$ cat src/hw/rtl/ndm_pkg.sv
// ----------------------------------------------------------------------------
// ndm_pkg
// Types, constants and the character decode shared by the nixie multiplexer.
// ----------------------------------------------------------------------------
package ndm_pkg;

    localparam int NUM_TUBES_DEF = 10;
    localparam int ENABLE_W      = 10;
    localparam int CODE_W        = 4;
    localparam int CHAR_W        = 8;
    localparam int TICK_W        = 16;
    localparam int PT_W          = TICK_W + 1;
    localparam int CFG_IDX_W     = 1;
    localparam int NUM_GROUPS    = 3;
    localparam int OUT_DATA_W    = 32;
    localparam int OUT_FIELD_W   = NUM_GROUPS * CODE_W + NUM_GROUPS + ENABLE_W;

    localparam logic [CFG_IDX_W-1:0] REG_ON_TICKS  = 1'd0;
    localparam logic [CFG_IDX_W-1:0] REG_OFF_TICKS = 1'd1;

    localparam logic [TICK_W-1:0] ON_TICKS_RST  = 16'd800;
    localparam logic [TICK_W-1:0] OFF_TICKS_RST = 16'd200;

    localparam logic [CHAR_W-1:0] CHAR_CLEAR = 8'h24;  // '$'
    localparam logic [CHAR_W-1:0] CHAR_DOT   = 8'h2E;  // '.'
    localparam logic [CHAR_W-1:0] CHAR_SPACE = 8'h20;  // ' '

    localparam logic [CODE_W-1:0] BLANK_CODE = 4'd15;

    typedef enum logic [1:0] {
        ST_IDLE,
        ST_EXEC,
        ST_PARSE,
        ST_FINISH
    } state_t;

    typedef struct packed {
        logic load_in;
        logic do_char;
        logic parse_init;
        logic parse_step;
        logic finish;
    } cmd_t;

    typedef struct packed {
        logic is_tick;
        logic phase_start;
        logic parse_last;
        logic out_free;
    } sts_t;

    function automatic logic [CODE_W-1:0] char_code(input logic [CHAR_W-1:0] c);
        logic [CODE_W-1:0] code;
        case (c)
            "0", "u", "W": code = 4'd0;
            "1", "n", "A": code = 4'd1;
            "2", "%", "O": code = 4'd2;
            "3", "p":      code = 4'd3;
            "4", "k", "S": code = 4'd4;
            "5", "M", "V": code = 4'd5;
            "6", "m", "H": code = 4'd6;
            "7", "+", "h": code = 4'd7;
            "8", "-":      code = 4'd8;
            "9", "P", "F": code = 4'd9;
            default:       code = BLANK_CODE;
        endcase
        return code;
    endfunction

endpackage

$ cat src/hw/rtl/ndm_ctrl.sv
// ----------------------------------------------------------------------------
// ndm_ctrl
// Sequencer: takes one item, runs the store walk when a phase starts, and
// hands the result to the output register.
// ----------------------------------------------------------------------------
module ndm_ctrl (
    input  logic          clk,
    input  logic          rst_n,
    input  logic          s_tvalid,
    output logic          s_tready,
    input  ndm_pkg::sts_t sts,
    output ndm_pkg::cmd_t cmd
);
    import ndm_pkg::*;

    state_t state_reg;
    state_t state_next;

    always_ff @(posedge clk or negedge rst_n)
    begin
        if (!rst_n)
        begin
            state_reg <= ST_IDLE;
        end
        else
        begin
            state_reg <= state_next;
        end
    end

    always_comb
    begin
        state_next = state_reg;
        case (state_reg)
            ST_IDLE:
            begin
                if (s_tvalid)
                begin
                    state_next = ST_EXEC;
                end
            end
            ST_EXEC:
            begin
                if (sts.is_tick && sts.phase_start)
                begin
                    state_next = ST_PARSE;
                end
                else
                begin
                    state_next = ST_FINISH;
                end
            end
            ST_PARSE:
            begin
                if (sts.parse_last)
                begin
                    state_next = ST_FINISH;
                end
            end
            ST_FINISH:
            begin
                if (sts.out_free)
                begin
                    state_next = ST_IDLE;
                end
            end
            default:
            begin
                state_next = ST_IDLE;
            end
        endcase
    end

    always_comb
    begin
        s_tready       = 1'b0;
        cmd            = '0;
        case (state_reg)
            ST_IDLE:
            begin
                s_tready    = 1'b1;
                cmd.load_in = s_tvalid;
            end
            ST_EXEC:
            begin
                cmd.do_char    = !sts.is_tick;
                cmd.parse_init = sts.is_tick && sts.phase_start;
            end
            ST_PARSE:
            begin
                cmd.parse_step = 1'b1;
            end
            ST_FINISH:
            begin
                cmd.finish = sts.out_free;
            end
            default:
            begin
                s_tready = 1'b0;
            end
        endcase
    end

endmodule

$ cat src/hw/rtl/ndm_datapath.sv
// ----------------------------------------------------------------------------
// ndm_datapath
// Text store, store walk, scan timing, group drive registers and output
// register of the nixie multiplexer.
// ----------------------------------------------------------------------------
module ndm_datapath #(
    parameter int NUM_TUBES = ndm_pkg::NUM_TUBES_DEF
) (
    input  logic                            clk,
    input  logic                            rst_n,
    input  logic [ndm_pkg::CHAR_W-1:0]      s_tdata,
    input  logic                            s_tuser,
    input  logic                            cfg_valid,
    input  logic [ndm_pkg::CFG_IDX_W-1:0]   cfg_index,
    input  logic [ndm_pkg::TICK_W-1:0]      cfg_data,
    input  ndm_pkg::cmd_t                   cmd,
    output ndm_pkg::sts_t                   sts,
    output logic                            m_tvalid,
    input  logic                            m_tready,
    output logic [ndm_pkg::OUT_DATA_W-1:0]  m_tdata
);
    import ndm_pkg::*;

    localparam int STORE_LEN = 2 * NUM_TUBES + 1;
    localparam int IDX_W     = $clog2(STORE_LEN);
    localparam int PTR_W     = $clog2(2 * NUM_TUBES + 2);
    localparam int TUBE_W    = $clog2(NUM_TUBES);
    localparam int PAD_W     = OUT_DATA_W - OUT_FIELD_W;

    // configuration
    logic [TICK_W-1:0] on_reg;
    logic [TICK_W-1:0] off_reg;

    // captured item
    logic              func_reg;
    logic [CHAR_W-1:0] char_reg;

    // text store
    logic [STORE_LEN-1:0][CHAR_W-1:0] store_reg;
    logic [STORE_LEN-1:0][CHAR_W-1:0] store_next;
    logic [PTR_W-1:0]                 widx_reg;
    logic [PTR_W-1:0]                 widx_next;

    // store walk
    logic [PTR_W-1:0]  pos_reg;
    logic [PTR_W-1:0]  pos_next;
    logic [TUBE_W-1:0] tube_reg;
    logic [TUBE_W-1:0] tube_next;
    logic              dotp_reg;
    logic              dotp_next;
    logic [CHAR_W-1:0] rd_byte;
    logic [CODE_W-1:0] rd_code;
    logic              emit;
    logic [1:0]        grp_sel;

    // scan and drive state
    logic [1:0]                        phase_reg;
    logic [1:0]                        phase_next;
    logic [PT_W-1:0]                   pt_reg;
    logic [PT_W-1:0]                   pt_next;
    logic [PT_W-1:0]                   pt_inc;
    logic [PT_W-1:0]                   period;
    logic [ENABLE_W-1:0]               mask_reg;
    logic [ENABLE_W-1:0]               mask_next;
    logic [ENABLE_W-1:0]               lit_reg;
    logic [ENABLE_W-1:0]               lit_next;
    logic [NUM_GROUPS-1:0][CODE_W-1:0] grp_code_reg;
    logic [NUM_GROUPS-1:0][CODE_W-1:0] grp_code_next;
    logic [NUM_GROUPS-1:0]             grp_dot_reg;
    logic [NUM_GROUPS-1:0]             grp_dot_next;

    // output register
    logic                  out_valid_reg;
    logic                  out_valid_next;
    logic [OUT_DATA_W-1:0] out_data_reg;
    logic [OUT_DATA_W-1:0] out_data_next;

    // ---------------------------------------------------------------- store
    always_comb
    begin
        store_next = store_reg;
        widx_next  = widx_reg;
        if (cmd.do_char)
        begin
            if (char_reg == CHAR_CLEAR || widx_reg > PTR_W'(2 * NUM_TUBES))
            begin
                // last entry keeps its byte
                for (int i = 0; i < 2 * NUM_TUBES; i++)
                begin
                    store_next[i] = CHAR_SPACE;
                end
                widx_next = '0;
            end
            else
            begin
                store_next[widx_reg[IDX_W-1:0]] = char_reg;
                widx_next = widx_reg + 1'b1;
            end
        end
    end

    // ----------------------------------------------------------- store walk
    always_comb
    begin
        rd_byte = '0;
        if (pos_reg < PTR_W'(STORE_LEN))
        begin
            rd_byte = store_reg[pos_reg[IDX_W-1:0]];
        end
        // a dot byte read right after a dot is a plain (blank) character
        emit    = dotp_reg || (rd_byte != CHAR_DOT);
        rd_code = char_code(rd_byte);
        if (tube_reg < TUBE_W'(4))
        begin
            grp_sel = 2'd0;
        end
        else if (tube_reg < TUBE_W'(8))
        begin
            grp_sel = 2'd1;
        end
        else
        begin
            grp_sel = 2'd2;
        end
    end

    always_comb
    begin
        pos_next      = pos_reg;
        tube_next     = tube_reg;
        dotp_next     = dotp_reg;
        mask_next     = mask_reg;
        grp_code_next = grp_code_reg;
        grp_dot_next  = grp_dot_reg;
        if (cmd.parse_init)
        begin
            pos_next  = '0;
            tube_next = '0;
            dotp_next = 1'b0;
            for (int i = 0; i < ENABLE_W; i++)
            begin
                mask_next[i] = (i < NUM_TUBES) && (2'(i) == phase_reg);
            end
        end
        else if (cmd.parse_step)
        begin
            pos_next = pos_reg + 1'b1;
            if (emit)
            begin
                tube_next = tube_reg + 1'b1;
                dotp_next = 1'b0;
                if (tube_reg[1:0] == phase_reg)
                begin
                    grp_code_next[grp_sel] = rd_code;
                    grp_dot_next[grp_sel]  = dotp_reg;
                end
            end
            else
            begin
                dotp_next = 1'b1;
            end
        end
    end

    // ---------------------------------------------------------- scan timing
    always_comb
    begin
        pt_inc     = pt_reg + 1'b1;
        period     = {1'b0, on_reg} + {1'b0, off_reg};
        pt_next    = pt_reg;
        phase_next = phase_reg;
        lit_next   = lit_reg;
        if (cmd.finish && func_reg)
        begin
            lit_next = (pt_reg < {1'b0, on_reg}) ? mask_reg : '0;
            if (pt_inc >= period)
            begin
                pt_next    = '0;
                phase_next = phase_reg + 1'b1;
            end
            else
            begin
                pt_next = pt_inc;
            end
        end
    end

    // ------------------------------------------------------- output register
    always_comb
    begin
        out_valid_next = out_valid_reg;
        out_data_next  = out_data_reg;
        if (cmd.finish)
        begin
            out_valid_next = 1'b1;
            out_data_next  = {{PAD_W{1'b0}}, lit_next,
                              grp_dot_reg[2], grp_dot_reg[1], grp_dot_reg[0],
                              grp_code_reg[2], grp_code_reg[1], grp_code_reg[0]};
        end
        else if (m_tready)
        begin
            out_valid_next = 1'b0;
        end
    end

    always_comb
    begin
        sts.is_tick     = func_reg;
        sts.phase_start = (pt_reg == '0);
        sts.parse_last  = emit && (tube_reg == TUBE_W'(NUM_TUBES - 1));
        sts.out_free    = !out_valid_reg || m_tready;
    end

    assign m_tvalid = out_valid_reg;
    assign m_tdata  = out_data_reg;

    // -------------------------------------------------------------- registers
    always_ff @(posedge clk or negedge rst_n)
    begin
        if (!rst_n)
        begin
            on_reg        <= ON_TICKS_RST;
            off_reg       <= OFF_TICKS_RST;
            store_reg     <= '0;
            widx_reg      <= '0;
            pos_reg       <= '0;
            tube_reg      <= '0;
            dotp_reg      <= 1'b0;
            phase_reg     <= '0;
            pt_reg        <= '0;
            mask_reg      <= '0;
            lit_reg       <= '0;
            grp_code_reg  <= {NUM_GROUPS{BLANK_CODE}};
            grp_dot_reg   <= '0;
            out_valid_reg <= 1'b0;
        end
        else
        begin
            if (cfg_valid && cfg_index == REG_ON_TICKS)
            begin
                on_reg <= cfg_data;
            end
            if (cfg_valid && cfg_index == REG_OFF_TICKS)
            begin
                off_reg <= cfg_data;
            end
            store_reg     <= store_next;
            widx_reg      <= widx_next;
            pos_reg       <= pos_next;
            tube_reg      <= tube_next;
            dotp_reg      <= dotp_next;
            phase_reg     <= phase_next;
            pt_reg        <= pt_next;
            mask_reg      <= mask_next;
            lit_reg       <= lit_next;
            grp_code_reg  <= grp_code_next;
            grp_dot_reg   <= grp_dot_next;
            out_valid_reg <= out_valid_next;
        end
    end

    always_ff @(posedge clk)
    begin
        if (cmd.load_in)
        begin
            func_reg <= s_tuser;
            char_reg <= s_tdata;
        end
        out_data_reg <= out_data_next;
    end

endmodule

$ cat src/hw/rtl/nixie_display_multiplexer_unit.sv
// ----------------------------------------------------------------------------
// nixie_display_multiplexer_unit
// Multiplexed nixie tube driver: text store, four-phase scan, decoder codes.
// ----------------------------------------------------------------------------
// Each input transfer is a received character (tuser 0) or a one-microsecond
// tick (tuser 1) and yields exactly one output transfer with the group codes,
// dot bits and tube enables. The block handles one item at a time. A
// character, or a tick in the middle of a phase, goes through accept,
// execute and hand-off. A tick that opens a phase also walks the text store
// between execute and hand-off, one store byte per cycle. The output
// register lets the next item be accepted while a result waits; the
// hand-off cycle stalls only while the output register still holds an
// untaken result. Configuration writes are taken in any cycle and must only
// be issued while the block is idle.
// ----------------------------------------------------------------------------
module nixie_display_multiplexer_unit #(
    parameter int NUM_TUBES = ndm_pkg::NUM_TUBES_DEF
) (
    input  logic                            clk,
    input  logic                            rst_n,
    input  logic                            s_tvalid,
    output logic                            s_tready,
    input  logic [ndm_pkg::CHAR_W-1:0]      s_tdata,   // [7:0] rx_char
    input  logic                            s_tuser,   // [0] func
    output logic                            m_tvalid,
    input  logic                            m_tready,
    // [3:0] upper_code, [7:4] middle_code, [11:8] lower_code, [12] dot_upper,
    // [13] dot_middle, [14] dot_lower, [24:15] tube_enable, [31:25] zero
    output logic [ndm_pkg::OUT_DATA_W-1:0]  m_tdata,
    input  logic                            cfg_valid,
    output logic                            cfg_ready,
    input  logic [ndm_pkg::CFG_IDX_W-1:0]   cfg_index,
    input  logic [ndm_pkg::TICK_W-1:0]      cfg_data
);
    import ndm_pkg::*;

    cmd_t cmd;
    sts_t sts;

    assign cfg_ready = 1'b1;

    ndm_ctrl u_ctrl (
        .clk      (clk),
        .rst_n    (rst_n),
        .s_tvalid (s_tvalid),
        .s_tready (s_tready),
        .sts      (sts),
        .cmd      (cmd)
    );

    ndm_datapath #(
        .NUM_TUBES (NUM_TUBES)
    ) u_datapath (
        .clk       (clk),
        .rst_n     (rst_n),
        .s_tdata   (s_tdata),
        .s_tuser   (s_tuser),
        .cfg_valid (cfg_valid),
        .cfg_index (cfg_index),
        .cfg_data  (cfg_data),
        .cmd       (cmd),
        .sts       (sts),
        .m_tvalid  (m_tvalid),
        .m_tready  (m_tready),
        .m_tdata   (m_tdata)
    );

endmodule

$ cat config.mk
export PLATFORM = sky130hd
export DESIGN_NAME = nixie_display_multiplexer_unit
export DESIGN_NICKNAME = d
export VERILOG_FILES = /design/src/hw/rtl/ndm_pkg.sv /design/src/hw/rtl/ndm_ctrl.sv /design/src/hw/rtl/ndm_datapath.sv /design/src/hw/rtl/nixie_display_multiplexer_unit.sv
export SDC_FILE = /design/constraint.sdc
export NUM_CORES = 1
export LEC_CHECK = 0
export BUFFER_PORTS_ARGS = -buffer_cell sky130_fd_sc_hd__clkbuf_2
export CORE_MARGIN = 2
export CORE_UTILIZATION = 40
export DETAILED_ROUTE_END_ITERATION = 7
export RECOVER_POWER = 50
export SYNTH_ARGS = -nofsm -noshare
export SYNTH_HDL_FRONTEND = slang
export SYNTH_SLANG_ARGS = --single-unit
$ cat constraint.sdc
create_clock -name clk -period 10.35 [get_ports clk]
set_clock_uncertainty 0.05 [all_clocks]
set_input_delay 2.07 -clock clk [delete_from_list [all_inputs] [get_ports clk]]
set_output_delay 2.07 -clock clk [all_outputs]
set_load 0.01 [all_outputs]
==> metrics, run 1 <==
status complete, but fails checks; failing checks max-capacitance violations, max-slew violations; IR Drop Worst-Case VDD 0.125 mV; hold_buf cts 0; Clock Sinks 300; Power, Total about 0.0049 W; mean area per synthesized cell roughly 11 µm²; Hold WC Path Type flop to flop; Critical Path Slowest Stage Cell clkbuf_2; WS Path Type input pin to async pin; Top Family by Delay on Critical Path buffers and inverters; ANT nets after route 0; Critical Path AT between 5 and 6 ns; crit path buf inv count 2; Distinct cells, synth 89; CTS tree yes; top_reg_cell synth dfrtp_1; Post-DP HPWL ~26 mm; Simple-Gate Fraction of Synth Area 10.8%; root buf cell clkbuf_16; largest family of logic cells by synthesized area compound AO/OA/AOI/OAI gates; total track usage about 20%; die area slightly above 40000 µm²; Final Max Tran Viols approximately 160; vias post-DR between 10000 and 15000; Yosys reg bits 300; Setup TNS Final 0 ns; routed len/inst around 20 µm; Leak 7.80 nW; I/O pin total 66; DR iter-0 viols between 900 and 1000; post-cts repair resize count 0; htree depth 2; Final #Nets ~1500; total grt overflow 0; placed cell areas between 15000 and 20000 µm²; Max-Cap Viols 1; worst path required time about 10 ns; Layout Cell Area excl Fill approximately 17000 µm²; routability congestion estimate approximately 0.83; Clock transition at path regs approximately 0.06 ns; vias in the first global route roughly 11000; die height 201 µm; post-route minimum period around 6.0 ns; CP startpoint kind input pin; EDFF count, synth 34; share of cells above drive strength 1 14.9%; Mapped Area around 16000 µm²; Synth Area in Compound Gates 18.0%; remaining routing DRC violations 0; diode count 0; final cycle utilization of the critical path between 50 and 60%; first-pass GRT wire length 64.5 mm; post-synthesis sequential area ratio between 40% and 50%; I/O Buffers 57; final setup fails 0; Max transition margin -166%; Worst-Skew Late Latency ~0.55 ns; overall routed net length 39.5 mm; final core utilization about 45%; antenna violations before repair 0; CP endpoint kind async pin; final-report hold violation count 0; synth-to-layout area growth 10.9%; Initial Util approximately two fifths; Synth Warn # 0; Worst Setup Slack, final about 4.4 ns; Max Buffers Root-to-Sink 3; critical-path maximum fanout 160; Adder-Cell Fraction of Synth Area around 5.7%; FP Rows between 70 and 80; worst stage delay on the critical path about 2.7 ns; Slew @ Worst Pin ~4 ns; CTS Buf Count 35; Fmax 167 MHz; ys async rst share 88.7%; RSZ-0062 raised after global routing no; Die W between 200 and 250 µm; CP Cell Sequence buf_8 -> clkbuf_2; largest net degree at the start of global routing between 150 and 200; mux share of post-synthesis cell area a little under a tenth; Post-Place Setup Slack approximately 5.3 ns; core footprint a little under 40000 µm²; xor and xnor area share after synthesis 2.20%; max FFs per register 168; Via density around 5.7; power density over the cells between 200 and 300 nW/µm²; r2r setup slk between 5 and 6 ns; Pre-antenna DRT Iters 5; Cells after Synth around 1400; post-CTS setup buffers 0
## cell families (layout without fill, tap and decap cells)
kind of cell             Yosys count  after routing
AO/OA/AOI/OAI                    377            377
XOR/XNOR                          39             39
adder cells (fa/ha/maj)           70             70
buffers and inverters            144            197
flip-flops                       300            300
multiplexers                     117            117
other                              2              8
AND/OR/NAND/NOR                  337            337
## cells in the mapped netlist, types with 16 or more instances
library cell / number / share of area [%]
o21ai_0: 72 / 2.3
a21oi_1: 41 / 1.3
dfrtp_1: 248 / 40
a22o_1: 127 / 7.2
nand2_1: 114 / 2.8
xnor2_1: 23 / 1.3
nand2b_1: 18 / 0.73
mux2_2: 47 / 3.4
nor2b_1: 20 / 0.81
xor2_1: 16 / 0.90
clkbuf_1: 50 / 1.2
nor2_1: 60 / 1.5
nand4_1: 17 / 0.69
inv_1: 63 / 1.5
dfstp_2: 18 / 3.0
mux2i_1: 52 / 3.4
nand3_1: 34 / 1.1
a22oi_1: 16 / 0.77
ha_1: 69 / 5.6
edfxtp_1: 34 / 6.6
o21ai_1: 16 / 0.52
## per-stage QoR
| stage | hold WS, ns | std cells |
|---|---|---|
| after floorplan | 0.369 | 1392 |
| after global placement | 0.387 | 1900 |
| after detailed placement | 0.393 | 1900 |
| after CTS | 0.399 | 1963 |
| after global routing | 0.404 | 1963 |
| final | 0.396 | 1963 |
## layer usage
metal	vias up	routed length, µm	GRT usage [%]
met5	-	0	0
met4	0	1130	7.38
met3	72	2380	4.19
met2	375	17800	30.8
met1	5599	18200	28.0
li1	5168	-	-
## power breakdown
part | switching, W | internal, W | total, W
clock | 0.000494 | 0.000682 | 0.00118
combinational | 0.00117 | 0.000771 | 0.00194
sequential | 0.000234 | 0.00152 | 0.00176
total | 0.00190 | 0.00298 | 0.00488
## final timing paths
check                                     startpoint                       end  depth (start not counted)
setup / recovery                               rst_n  u_datapath.store_reg[89]                          2
hold / removal             u_datapath.grp_dot_reg[0]    u_datapath.m_tdata[12]                          0
setup reg to reg                u_datapath.on_reg[0]     u_datapath.pt_reg[14]                         19
hold reg to reg            u_datapath.grp_dot_reg[0]    u_datapath.m_tdata[12]                          0
max in group clk                            m_tready    u_datapath.m_tdata[15]                          9
min in group asynchronous                      rst_n     u_datapath.off_reg[5]                          1
## cells in the final DEF, fill, tap and decap left out, types with 23 or more instances in the layout
cell	instances
edfxtp_1	34
clkbuf_2	54
a21oi_1	41
inv_1	63
nand3_1	34
xnor2_1	23
clkbuf_16	36
mux2_2	47
dfrtp_1	247
a22o_1	127
nand2_1	114
nor2_1	58
mux2i_1	52
o21ai_0	74
ha_1	69
## cell type report
| class | instances | area (µm²) |
|---|---|---|
| Sequential cell | 300 | 7700 |
| Clock inverter | 13 | 101 |
| Timing Repair Buffer | 70 | 375 |
| Clock buffer | 50 | 973 |
| Inverter | 64 | 240 |
| Tap cell | 518 | 648 |
| Fill cell | 3582 | 21300 |
| Multi-Input combinational cell | 948 | 7170 |
Note: power is estimated with default switching activity, not from simulation.
==> run 2, diff against run 1 <==
- clock period: 10.35 -> 6 ns (I/O delays scaled with it)
==> run 2 against run 1 <==
Net effect: critical path type is now flop to flop; setup slack got worse by 3.0 ns; combinational power is 71% higher; the run still ends with max-capacitance violations, max-slew violations left; core utilization up 0.15 points.
==> metrics, run 2 (synthesis results as in run 1) <==
die area 40400 µm² (unchanged); RSZ-0062 raised after global routing no (unchanged); Leak 7.84 nW (was 7.80 nW); post-CTS setup buffers 0 (unchanged); Max-Cap Viols 2 (was 1); final cycle utilization of the critical path 77.2%; vias in the first global route 11300 (was 11400); grt peak-use layer met2 (unchanged); GR Layer Usage met2 30.8% (about the same); multi-input logic area 7150 µm² (was 7170 µm²); die height 201 µm (unchanged); post-route minimum period about 4.6 ns; Final Max Tran Viols 157 (was 161); CTS Buf Count 36 (was 35); CP endpoint kind flop (was async pin); Clock Sinks 300 (unchanged); max FFs per register 168 (unchanged); # fillers 3598 (was 3582); Seq. cell area 7700 µm² (unchanged); critical-path maximum fanout 17 (was 160); failing checks max-capacitance violations, max-slew violations (unchanged); worst path required time 6.37 ns (was 10.01 ns); CTS tree yes (unchanged); Final #Nets 1530 (was 1520); Max Buffers Root-to-Sink 3 (unchanged); I/O Buffers 57 (unchanged); routability congestion estimate 0.873 (was 0.833); final setup fails 0 (unchanged); DR iter-0 viols 1039 (was 926); final core utilization 44.9% (was 44.7%); FP Rows 72 (unchanged); Initial Util 40.3% (unchanged); ANT nets after route 0 (unchanged); Worst-Skew Late Latency 0.54 ns (was 0.55 ns); most common cell after layout, fill and taps aside dfrtp_1 (unchanged); share of cells above drive strength 1 14.9% (about the same); Post-DP HPWL 27.2 mm (was 26.3 mm); synth-to-layout area growth 11.3% (was 10.9%); Setup TNS Final 0 ns (unchanged); CP startpoint kind flop (was input pin); WS Path Type flop to flop (was input pin to async pin); htree depth 2 (unchanged); status complete, but fails checks (unchanged); hold_buf cts 0 (unchanged); overall routed net length 39.9 mm (was 39.5 mm); met1 usage in global routing 28.4% (was 28.0%); total track usage 20.1% (was 20.0%); antenna violations before repair 0 (unchanged); power density over the cells 489 nW/µm² (was 283 nW/µm²); Critical Path AT 5.00 ns (was 5.63 ns); first-pass GRT wire length 64.9 mm (was 64.5 mm); Slew @ Worst Pin 3.39 ns (was 3.99 ns); vias post-DR 11300 (was 11200); final-report hold violation count 0 (unchanged); root buf cell clkbuf_16 (unchanged); total grt overflow 0 (unchanged); routed len/inst 20.2 µm (was 20.1 µm); diode count 0 (unchanged); r2r setup slk 1.37 ns (was 5.29 ns); Pre-antenna DRT Iters 6 (was 5); Die W 201 µm (unchanged); Via density 5.74 (was 5.71); Fmax approximately 220 MHz; Hold WC Path Type flop to flop (unchanged); IR Drop Worst-Case VDD 0.223 mV (was 0.125 mV); most frequent cells in the layout dfrtp_1 (247), a22o_1 (127), nand2_1 (114) (unchanged); I/O pin total 66 (unchanged); remaining routing DRC violations 0 (unchanged); Clock transition at path regs 0.06 ns (about the same); largest net degree at the start of global routing 92 (was 161); Max transition margin -126% (was -166%); core footprint 38500 µm² (unchanged); routing usage on met3 3.52% (was 4.19%); post-cts repair resize count 0 (unchanged)
## run 2: changes by cell type in the layout (fill, tap and decap cells not counted), sizes merged
cell and delta:
buf +7, bufinv -1, clkbuf +4, clkinv -1
clkinvlp +2, inv -1
## run 2: worst paths after layout
path / to / start / cells after the start
max: u_datapath.phase_reg[1] / u_datapath.off_reg[0] / 20
min: u_datapath.m_tdata[12] / u_datapath.grp_dot_reg[0] / 0
max reg2reg: u_datapath.phase_reg[1] / u_datapath.off_reg[0] / 20
min reg2reg: u_datapath.m_tdata[12] / u_datapath.grp_dot_reg[0] / 0
max in group asynchronous: u_datapath.store_reg[82] / rst_n / 2
min in group asynchronous: u_datapath.on_reg[4] / rst_n / 1
## run 2: routing by layer
metal / wire, µm / vias to the layer above
met3: 2150 / 73
met5: 0 / -
li1: - / 5195
met4: 1270 / 0
met2: 18000 / 343
met1: 18400 / 5719
## run 2: critical path, cell delays in order, from the launching register on
cell and delay (ns):
dfrtp_1 0.39, ha_1 0.23, fa_1 0.42, a21o_1 0.18
a21oi_1 0.22, o21ba_2 0.17, o21ai_0 0.13, a41oi_1 0.30
a21oi_1 0.15, a31o_2 0.28, a21o_1 0.17, a21oi_1 0.15
ha_1 0.16, nand4_1 0.11, nor4_1 0.27, nand4_1 0.13
nand2_1 0.08, nor2_1 0.04, buf_4 0.18, a21oi_1 0.32
mux2_2 0.38
## run 2: area by class of cell
cell class	instances	area share, %
Sequential cell	300	44.6
Clock inverter	12	0.370
Multi-Input combinational cell	948	41.4
Inverter	64	1.39
Clock buffer	52	5.92
Timing Repair Buffer	79	2.53
Tap cell	518	3.75
## run 2: per-stage QoR
stage	cell area [µm²]	total power [W]	hold WS (ns)	std cells	worst slack, ns
5_1_grt	17300	0.00899	0.424	1973	0.786
6_report	17300	0.00845	0.407	1973	1.37
4_1_cts	17300	0.00848	0.406	1973	1.38
3_5_place_dp	16200	0.00640	0.392	1909	1.43
3_3_place_gp	16200	0.00636	0.388	1909	1.44
2_1_floorplan	15500	0.00543	0.369	1392	1.81
## run 2: power by group
group	total, W	internal [W]	switching [W]
clock network	0.00204	0.00118	0.000855
registers	0.00310	0.00262	0.000480
logic	0.00331	0.00135	0.00196
